### src/hdl/pairwise_euclidean_distances_top_assert.svh
// assertion macros used by the top-level rtl file
`ifndef PAIRWISE_EUCLIDEAN_DISTANCES_TOP_ASSERT_SVH
`define PAIRWISE_EUCLIDEAN_DISTANCES_TOP_ASSERT_SVH

// property must hold at every clock edge outside reset
`define PWD_ASSERT(lbl, prop, msg) \
  lbl: assert property (@(posedge clk_i) disable iff (!rst_ni) prop) \
    else $error(msg);

// condition must never be seen outside reset
`define PWD_NEVER(lbl, cond, msg) \
  lbl: assert property (@(posedge clk_i) disable iff (!rst_ni) !(cond)) \
    else $error(msg);

`endif

### src/hdl/pwd_pkg.sv
`default_nettype none
package pwd_pkg;

  // input and output word widths
  localparam int unsigned IN_DATA_W  = 40;
  localparam int unsigned OUT_DATA_W = 32;

  localparam logic KIND_LOAD  = 1'b0;
  localparam logic KIND_QUERY = 1'b1;

  // configuration register indexes
  localparam logic [1:0] CFG_NUM_ROWS   = 2'd0;
  localparam logic [1:0] CFG_NUM_COLS   = 2'd1;
  localparam logic [1:0] CFG_PTS_IN_COL = 2'd2;

  localparam int unsigned SIZE_W  = 7;
  localparam int unsigned IDX_W   = 6;
  localparam int unsigned ELEM_W  = 16;
  localparam int unsigned SUM_W   = 40;
  localparam int unsigned ROOT_W  = SUM_W / 2;
  localparam int unsigned DIST_W  = 19;
  localparam logic [SIZE_W-1:0] RESULT_LIMIT = 7'd64;

  typedef enum logic [1:0] {
    ST_IDLE,
    ST_ACCUM,
    ST_DRAIN,
    ST_HAND
  } pwd_state_e;

  // travels with each radicand through the root unit
  typedef struct packed {
    logic [IDX_W-1:0] idx;
    logic             last;
  } pwd_tag_t;

endpackage
`default_nettype wire

### src/hdl/pwd_isqrt.sv
`default_nettype none
module pwd_isqrt (
  input  wire logic                      clk_i,
  input  wire logic                      rst_ni,
  input  wire logic                      start_i,
  input  wire logic [pwd_pkg::SUM_W-1:0] rad_i,
  input  wire pwd_pkg::pwd_tag_t         tag_i,
  input  wire logic                      consume_i,
  output logic                           ready_o,
  output logic                           done_o,
  output logic [pwd_pkg::ROOT_W-1:0]     root_o,
  output pwd_pkg::pwd_tag_t              tag_o
);
  import pwd_pkg::*;

  localparam int unsigned CNT_W = $clog2(ROOT_W);

  logic [SUM_W-1:0]  x_q, x_d;
  logic [ROOT_W+1:0] rem_q, rem_d, rem_sh, trial;
  logic [ROOT_W-1:0] root_q, root_d;
  logic [CNT_W-1:0]  cnt_q, cnt_d;
  logic              busy_q, busy_d, done_q, done_d;
  pwd_tag_t          tag_q, tag_d;

  // one result bit per cycle, restoring digit recurrence
  assign rem_sh = {rem_q[ROOT_W-1:0], x_q[SUM_W-1 -: 2]};
  assign trial  = {root_q, 2'b01};

  always_comb begin
    x_d    = x_q;
    rem_d  = rem_q;
    root_d = root_q;
    cnt_d  = cnt_q;
    busy_d = busy_q;
    done_d = done_q;
    tag_d  = tag_q;
    if (consume_i) begin
      done_d = 1'b0;
    end
    if (start_i) begin
      x_d    = rad_i;
      rem_d  = '0;
      root_d = '0;
      cnt_d  = '0;
      busy_d = 1'b1;
      tag_d  = tag_i;
    end else if (busy_q) begin
      x_d   = {x_q[SUM_W-3:0], 2'b00};
      cnt_d = cnt_q + 1'b1;
      if (rem_sh >= trial) begin
        rem_d  = rem_sh - trial;
        root_d = {root_q[ROOT_W-2:0], 1'b1};
      end else begin
        rem_d  = rem_sh;
        root_d = {root_q[ROOT_W-2:0], 1'b0};
      end
      if (cnt_q == CNT_W'(ROOT_W - 1)) begin
        busy_d = 1'b0;
        done_d = 1'b1;
      end
    end
  end

  always_ff @(posedge clk_i or negedge rst_ni) begin
    if (!rst_ni) begin
      busy_q <= 1'b0;
      done_q <= 1'b0;
      cnt_q  <= '0;
    end else begin
      busy_q <= busy_d;
      done_q <= done_d;
      cnt_q  <= cnt_d;
    end
  end

  always_ff @(posedge clk_i) begin
    x_q    <= x_d;
    rem_q  <= rem_d;
    root_q <= root_d;
    tag_q  <= tag_d;
  end

  assign ready_o = !busy_q && !done_q;
  assign done_o  = done_q;
  assign root_o  = root_q;
  assign tag_o   = tag_q;

endmodule
`default_nettype wire
### config.mk
export PLATFORM = sky130hd
export DESIGN_NAME = pwd_isqrt
export DESIGN_NICKNAME = d
export VERILOG_FILES = /design/src/hdl/pairwise_euclidean_distances_top_assert.svh /design/src/hdl/pwd_pkg.sv /design/src/hdl/pwd_isqrt.sv
export SDC_FILE = /design/constraint.sdc
export NUM_CORES = 1
export LEC_CHECK = 0
export BUFFER_PORTS_ARGS = -buffer_cell sky130_fd_sc_hd__buf_2
export CORE_MARGIN = 5
export CORE_UTILIZATION = 40
export CTS_BUF_LIST = sky130_fd_sc_hd__clkbuf_2
export CTS_CLUSTER_SIZE = 25
export DETAILED_ROUTE_END_ITERATION = 8
export PLACE_DENSITY = 0.68
export SLEW_MARGIN = 5
export SYNTH_ARGS = -nofsm -noshare
export SYNTH_HDL_FRONTEND = slang
export SYNTH_SLANG_ARGS = --single-unit
export TNS_END_PERCENT = 100
### constraint.sdc
create_clock -name clk_i -period 3.13 [get_ports clk_i]
set_clock_uncertainty 0.05 [all_clocks]
set_input_delay 0.4695 -clock clk_i [delete_from_list [all_inputs] [get_ports clk_i]]
set_output_delay 0.4695 -clock clk_i [all_outputs]
set_load 0.03 [all_outputs]
==> results of run 1 <==
[layer usage]
metal	global-route usage, %	vias to the layer above
li1	-	1712
met1	16.8	1603
met2	23.1	58
met3	4.71	17
met4	6.16	2
met5	0	-
[power by group through the flow]
stage / combinational, W / sequential, W / clock, W
floorplan: 0.00175 / 0.00160 / 0
CTS: 0.00210 / 0.00157 / 0.000642
global placement: 0.00203 / 0.00159 / 0
detailed placement: 0.00208 / 0.00160 / 0
finish: 0.00209 / 0.00157 / 0.000599
global route: 0.00234 / 0.00159 / 0.000683
[layout make-up]
| cell class | count | area (um^2) | share of cell area (%) |
|---|---|---|---|
| Clock buffer | 11 | 55.1 | 0.995 |
| Clock inverter | 5 | 58.8 | 1.06 |
| Inverter | 28 | 105 | 1.90 |
| Multi-Input combinational cell | 291 | 2210 | 40.0 |
| Sequential cell | 94 | 2390 | 43.2 |
| Tap cell | 147 | 184 | 3.33 |
| Timing Repair Buffer | 93 | 526 | 9.50 |
[worst max-delay path, cell delays in order, from the launching register on]
cell	delay (ps)
dfxtp_1	440
inv_1	60
ha_1	330
o21ai_1	100
a22oi_1	330
o2111ai_2	200
a21oi_2	270
a21oi_1	110
o21ai_1	160
mux2_1	330
a311oi_1	330
[state kept, by name, summed over array words and instances (netlist names)]
name	flops
done_o	1
busy_q	1
tag_o	7
x_q	40
root_o	20
cnt_q	5
rem_q	20
[cell usage in the layout (no fill, tap or decap), types with 14 or more instances in the layout]
master and count:
buf_2 78, nor2_1 59, edfxtp_1 47, dfxtp_1 40, ha_1 23, a21oi_1 26
mux2_2 41, mux2i_1 28, a211oi_1 14, inv_1 27
[through the flow]
stage | instance area, um^2 | instances | hold slack, ps
after floorplan | 4820 | 434 | 124
after global placement | 5330 | 644 | 253
after detailed placement | 5330 | 644 | 261
after CTS | 5530 | 669 | 27.9
after global routing | 5530 | 669 | 25.1
final | 5530 | 669 | 108
[logic make-up (layout without fill, tap and decap cells)]
| group | count (synthesis) | count (layout) | synth area share (%) |
|---|---|---|---|
| and+or+nand+nor | 98 | 98 | 9.32 |
| AOI/OAI and AO/OA | 79 | 79 | 11.2 |
| xor gates and xnor gates | 21 | 21 | 3.82 |
| DFF | 94 | 94 | 49.5 |
| buffers and inverters | 49 | 137 | 4.49 |
| adders and majority gates | 23 | 23 | 5.97 |
| muxes | 70 | 70 | 15.6 |
[final timing paths]
| check | from | to | slack, ps | depth (start not counted) |
|---|---|---|---|---|
| setup reg to reg | root_o[0]$_SDFFE_PP0P_ | rem_q[19]$_SDFFE_PP0P_ | 310 | 10 |
| min in group asynchronous | rst_ni | cnt_q[1]$_DFFE_PN0P_ | 170 | 2 |
| max in group asynchronous | rst_ni | busy_q$_DFF_PN0_ | 2690 | 2 |
| hold / removal | rad_i[20] | x_q[20]$_DFFE_PP_ | 110 | 2 |
| hold reg to reg | rem_q[18]$_SDFFE_PP0P_ | rem_q[18]$_SDFFE_PP0P_ | 450 | 2 |
| setup / recovery | root_o[0]$_SDFFE_PP0P_ | rem_q[19]$_SDFFE_PP0P_ | 310 | 10 |
==> results.md, run 1 <==
- Max Slew Vio Count: 0
- Final Critical Period: 2820 ps
- Slew Limit Headroom: 39.7%
- Worst slew pin tran: 905 ps
- Final setup margin: 310 ps
- Clock share of power: 14.1%
- Setup CP Type: reg2reg
- Root Driver: clkbuf_2
- Top cell type's share of synthesized area: 29.3%
- Number of global-route vias before repair: 3565
- Outcome: finished, final reports clean
- Top layer in use: met5
- Hold-fix buffers, CTS: 9
- Area grow syn2layout: 14.8%
- Fmax achieved: 355 MHz
- Htree depth: 3
- Worst hold-check path type: in2reg
- Crit path launch type: flop
- Final setup violation count: 0
- Die height: 120 um
- Yosys Warn Count: 0
- Async SR Flop Fraction: 7.45%
- Resized Gates After CTS: 0
- Core region area: 0.0119 mm^2
- Crit-path max FO: 5
- Post-synth top area cell: edfxtp_1
- Reg power frac: 36.8%
- P_int: 0.00263 W
- Design Power: 0.00426 W
- Crit path DAT: 3270 ps
- Static Leakage: 2.52 nW
- Fin. Hold Viols: 0
- Antenna Nets Post-Route: 0
- Die area: 0.0143 mm^2
- DR vias: 3392
- Initial DRC Count: 131
- Post-CTS Setup Repair Bufs: 0
- Final core occ: 46.4%
- Largest net degree at the start of global routing: 50
- Worst-Skew Late Latency: 580 ps
- TritonCTS clock tree: done
- Share of layout cells above drive strength 1: 29.1%
- Total GRT Usage: 14.0%
- Setup TNS: 0 ps
- Pwr Density: 770 mW/mm^2
- Vias/cell: 5.07
- Initial Util: 40.5%
- Avg Cell Area, Syn: 11.1 um^2
- Largest cells by area after synthesis: edfxtp_1 29%, dfxtp_1 17%, mux2_2 9.6%, ha_1 6.0%, mux2i_1 5.8%
- Switching share of total power: 38.2%
- Synthesized Nets: 508
- Nets: 591
- RSZ-0062 raised after global routing: false
- GRT Residual Overflow: 0
- Fillcell total: 1161
- Most frequent cells after synthesis: 59 x nor2_1, 47 x edfxtp_1, 41 x mux2_2, 40 x dfxtp_1, 28 x mux2i_1
- Max cap viols: 0
- Wirelength per Cell: 14.2 um
- Drt first pass iters: 4
- Final GP Congestion: 0.851
- Metal2 WL: 4.40 mm
- Synth unique cells: 48
- Routed met3 length: 530 um
- Buffers on Ports: 79
- Max clock buf depth: 2
- Required time worst endpoint: 3580 ps
- Die X-Extent: 120 um
- # DRC: 0
- Diode count: 0
- Comb pwr share: 49.1%
- Initial antenna violation count: 1
- IO Count: 80
- M1 wire length: 4.30 mm
- Max VDD drop: 0.308 mV
- Sink Count: 94
- Post-synthesis cell area: 0.00482 mm^2
- EDFF count, synth: 47
- Instance count of the mapped netlist: 434
- DP HPWL: 6.78 mm
- First-pass GRT wire length: 16.4 mm
- Total CTS buffers: 9
- Top-count cell post-synth: nor2_1
- Part of the cycle the worst path needs: 90.1%
- Clock transition at path regs: 260 ps
- Ys flop type: edfxtp_1
- NetSw: 0.00163 W
- Worst Setup End Kind: flop
- Rows: 40
- Synth Register Bits: 94
- Place WS: 425 ps
- Drt total wl: 9.47 mm
- Sequential area share after synthesis: 49.5%
Power figures use the tool's default switching activity.
==> run 2: changes to the inputs <==
Settings changed: PLACE_DENSITY 0.68 to default.
==> results.md, run 2 (synthesis gave the netlist of run 1 again) <==
- Initial DRC Count: 145
- Crit-path max cell delay: 450 ps
- Max clock buf depth: 2
- Number of global-route vias before repair: 3453
- Clock transition at path regs: 240 ps
- Die area: 0.0143 mm^2
- Fmax achieved: 363 MHz
- Smallest hold slack: 91.5 ps
- Crit-path max FO: 19
- R2r setup slk: 380 ps
- TritonCTS clock tree: done
- Buffers on Ports: 79
- Final setup violation count: 0
- Total CTS buffers: 9
- Final setup margin: 376 ps
- # DRC: 0
- Setup TNS: 0 ps
- Outcome: finished, final reports clean
- Worst-Skew Late Latency: 600 ps
- Die height: 120 um
- Slowest cell on the critical path: dfxtp_1
- Antenna Nets Post-Route: 0
- Resized Gates After CTS: 0
- RSZ-0062 raised after global routing: false
- Diode count: 0
- Largest register FFs: 40
- Final core occ: 47.7%
- Part of the cycle the worst path needs: 88.0%
- Core region area: 0.0119 mm^2
- Area grow syn2layout: 18.0%
- Post-route design area: 0.00569 mm^2
- Largest net degree at the start of global routing: 41
- Root Driver: clkbuf_2
- Top layer in use: met4
- M1 wire length: 4.20 mm
- First-pass GRT wire length: 16.2 mm
- Place WS: 339 ps
- Worst Setup End Kind: flop
- Rows: 40
- Biggest register: x_q
- Initial Util: 40.5%
- DP HPWL: 6.74 mm
- Vias/cell: 5.05
- Share of layout cells above drive strength 1: 28.6%
- Fin. Hold Viols: 0
- IO Count: 80
- Routed met3 length: 481 um
- Sink Count: 94
- Max VDD drop: 0.290 mV
- Crit path launch type: flop
- Slew Limit Headroom: 66.0%
- Worst hold-check path type: in2reg
- Die X-Extent: 120 um
- Max cap viols: 0
- Required time worst endpoint: 3570 ps
- Drt total wl: 9.67 mm
- Static Leakage: 2.59 nW
- Metal2 WL: 4.84 mm
- Max Slew Vio Count: 0
- Worst-path cell chain: inv_1, ha_1, and4_1, and4b_1, a221oi_2, o21ai_1, a21oi_2, buf_4, mux2_2, mux2i_1, a311oi_1
- Most common cell after layout, fill and taps aside: buf_2
- Nets: 607
- Total GRT Usage: 14.0%
- Final Critical Period: 2750 ps
- Htree depth: 3
- Worst slew pin tran: 511 ps
- GRT Residual Overflow: 0
- Final GP Congestion: 0.875
- Pwr Density: 754 mW/mm^2
- Wirelength per Cell: 14.1 um
- Crit path DAT: 3200 ps
- Initial antenna violation count: 0
- DR vias: 3460
- Setup CP Type: reg2reg
- Drt first pass iters: 4
- Dpl cell area: 0.00535 mm^2
- Commonest cells after routing, fill and taps aside: 78 x buf_2, 59 x nor2_1, 47 x edfxtp_1
-- run 2: cell types whose count changed in the layout (fill, tap and decap cells not counted), sizes merged --
| cell | delta |
|---|---|
| dlygate4sd3 | +13 |
| buf | +3 |
| clkbuf | -2 |
| clkinv | +1 |
| inv | +1 |
-- run 2: path summary, 6_finish.rpt --
check,endpoint,cells after the start,startpoint
max reg2reg,rem_q[19]$_SDFFE_PP0P_,11,root_o[13]$_SDFFE_PP0P_
max,rem_q[19]$_SDFFE_PP0P_,11,root_o[13]$_SDFFE_PP0P_
max in group asynchronous,busy_q$_DFF_PN0_,2,rst_ni
min reg2reg,rem_q[18]$_SDFFE_PP0P_,2,rem_q[18]$_SDFFE_PP0P_
min in group asynchronous,done_o$_DFF_PN0_,2,rst_ni
min,x_q[1]$_SDFFCE_PN0P_,2,rad_i[1]
-- run 2: final cells by class --
cell class / instances / area, um^2
Tap cell: 147 / 184
Sequential cell: 94 / 2390
Fill cell: 1136 / 6220
Multi-Input combinational cell: 291 / 2210
Clock buffer: 9 / 45.0
Clock inverter: 7 / 71.3
Inverter: 28 / 105
Timing Repair Buffer: 109 / 678
-- run 2: layer usage --
| layer | global-route usage [%] | up-vias |
|---|---|---|
| li1 | - | 1750 |
| met1 | 16.1 | 1648 |
| met2 | 23.7 | 52 |
| met3 | 5.42 | 10 |
| met4 | 5.15 | 0 |
| met5 | 0 | - |
-- run 2: power breakdown --
part	internal, W	switching (W)	leakage (nW)
registers	0.00147	0.0000986	0.913
clock network	0.000186	0.000427	0.0680
logic	0.000996	0.00111	1.61
total	0.00265	0.00163	2.59
-- run 2: stage by stage --
| stage | std cells | power, W |
|---|---|---|
| finish | 685 | 0.00429 |
| global route | 685 | 0.00466 |
| CTS | 672 | 0.00435 |
| detailed placement | 647 | 0.00370 |
| global placement | 647 | 0.00367 |
| floorplan | 434 | 0.00336 |
-- run 2: worst max-delay path: cells and delay by family (launching register included) --
kind	cells	cell delay (ps)
buf+inv	2	330
fa+ha+maj	1	380
mux	2	500
compound gates	4	540
flops	1	450
simple gates	2	430
-- run 2: timing repair --
| action | 4_1_cts | 5_1_grt |
|---|---|---|
| hold endpoints to repair | 15 | 13 |
| buffers inserted | 0 | 0 |
| setup endpoints to repair | 0 | 0 |
| hold buffers | 9 | 13 |
==> run 3: changes to the inputs <==
Settings changed: CTS_BUF_LIST sky130_fd_sc_hd__clkbuf_2 to default, SKIP_LAST_GASP from default to 1.
==> results.md, run 3 (synthesis gave the netlist of run 1 again) <==
- Fmax achieved: 361 MHz
- GRT Residual Overflow: 0
- Worst hold-check path type: in2reg
- RSZ-0062 raised after global routing: false
- Vias/cell: 5.06
- Root Driver: clkbuf_16
- Total CTS buffers: 9
- Area grow syn2layout: 17.6%
- Static Leakage: 2.58 nW
- Grt met2 use: 23.5%
- Worst Setup End Kind: flop
- Max Slew Vio Count: 0
- DR vias: 3357
- Sink Count: 94
- # DRC: 0
- Placed cell count: 647
- Max VDD drop: 0.365 mV
- TritonCTS clock tree: done
- Antenna Nets Post-Route: 0
- Largest register FFs: 40
- Worst-path cell chain: inv_1, ha_1, and4_1, and4b_1, a221oi_2, o21ai_1, a21oi_2, buf_4, mux2_2, mux2i_1, a311oi_1
- Setup TNS: 0 ps
- Final setup violation count: 0
- Setup CP Type: reg2reg
- Total GRT Usage: 13.8%
- Part of the cycle the worst path needs: 88.5%
- Rows: 40
- Final Critical Period: 2770 ps
- Crit-path max cell delay: 400 ps
- Design Power: 0.00478 W
- Htree depth: 3
- Drt first pass iters: 4
- Grt peak-use layer: met2
- Drt total wl: 9.48 mm
- Wirelength per Cell: 14.3 um
- DP HPWL: 6.74 mm
- Die area: 0.0143 mm^2
- Required time worst endpoint: 3290 ps
- Die X-Extent: 120 um
- Max clock buf depth: 2
- Initial DRC Count: 129
- Slew Limit Headroom: 65.8%
- Dpl cell area: 0.00535 mm^2
- Share of layout cells above drive strength 1: 30.0%
- First-pass GRT wire length: 16.0 mm
- Met3 usage: 4.85%
- Number of global-route vias before repair: 3400
- Layout Cells excl Fill: 664
- Crit path DAT: 2930 ps
- Core region area: 0.0119 mm^2
- Initial Util: 40.5%
- Final GP Congestion: 0.875
- Crit-path max FO: 19
- Pwr Density: 843 mW/mm^2
- IO Count: 80
- Worst-Skew Late Latency: 350 ps
- Largest net degree at the start of global routing: 41
- Buffers on Ports: 79
- Post-route design area: 0.00567 mm^2
- Initial antenna violation count: 0
- Most common cell after layout, fill and taps aside: buf_2
- Nets: 586
- Slowest cell on the critical path: dfxtp_1
- Worst slew pin tran: 513 ps
- Met1 Use GR: 15.9%
- Biggest register: x_q
- Fin. Hold Viols: 0
- Max cap viols: 0
- Crit path launch type: flop
- Diode count: 0
- Outcome: finished, final reports clean
- Commonest cells after routing, fill and taps aside: 78 x buf_2, 59 x nor2_1, 47 x edfxtp_1
- Clock transition at path regs: 70 ps
- Die height: 120 um
==> run 3: cell types whose count changed in the layout (fill, tap and decap cells not counted) <==
cell           previous run  this run
clkbuf_2                  9         0
dlygate4sd3_1            22         1
clkinv_1                  2         1
clkbuf_16                 0         9
clkbuf_8                  0         1
==> run 3: critical path: cells and delay by family, from the launching register on <==
family	cells	cell delay, ps
AO/OA/AOI/OAI	4	540
flip-flops	1	400
multiplexers	2	500
AND/OR/NAND/NOR	2	430
adder cells (fa/ha/maj)	1	390
buffers and inverters	2	330
==> run 3: worst paths after layout <==
path,start,to,slack (ps),depth (start not counted)
setup reg to reg,root_o[13]$_SDFFE_PP0P_,rem_q[19]$_SDFFE_PP0P_,360,11
hold / removal,tag_i[5],tag_o[5]$_DFFE_PP_,250,1
setup / recovery,root_o[13]$_SDFFE_PP0P_,rem_q[19]$_SDFFE_PP0P_,360,11
max in group asynchronous,rst_ni,busy_q$_DFF_PN0_,2420,2
min in group asynchronous,rst_ni,cnt_q[4]$_DFFE_PN0P_,440,2
hold reg to reg,rem_q[18]$_SDFFE_PP0P_,rem_q[18]$_SDFFE_PP0P_,450,2
==> run 3: timing repair <==
action | in CTS | in global routing
hold buffers | 1 | 0
resized for setup | 0 | 0
endpoints found under the setup margin | 0 | 0
endpoints found under the hold margin | 7 | 0
buffers inserted | 0 | 0
==> run 3: power by group <==
group          leakage [nW]  total [W]  internal (W)  switching, W
Combinational          1.52    0.00208      0.000979       0.00110
Sequential            0.913    0.00157       0.00147     0.0000992
Clock                 0.147    0.00112      0.000645      0.000476
==> run 3: cell type report <==
type / count / area (um^2)
Fill cell: 1132 / 6240
Sequential cell: 94 / 2390
Multi-Input combinational cell: 291 / 2210
Timing Repair Buffer: 88 / 468
Clock buffer: 10 / 239
Tap cell: 147 / 184
Inverter: 28 / 105
Clock inverter: 6 / 67.6
==> run 3: metrics by stage <==
step                      setup slack (ps)  util [%]  hold slack (ps)
after floorplan                        496         -              124
after global placement                 428      44.9              257
after detailed placement               339      44.9              263
after CTS                              321      47.6              227
after global routing                   150      47.6              229
final                                  361      47.6              245
==> run 3: layer usage <==
metal  part of all wire, %  routed length (um)  vias up
met5                     0                   0        -
met4                   1.7                 164        0
met3                   5.4                 514       10
met2                    49                4690       48
met1                    43                4110     1594
li1                      -                   -     1705
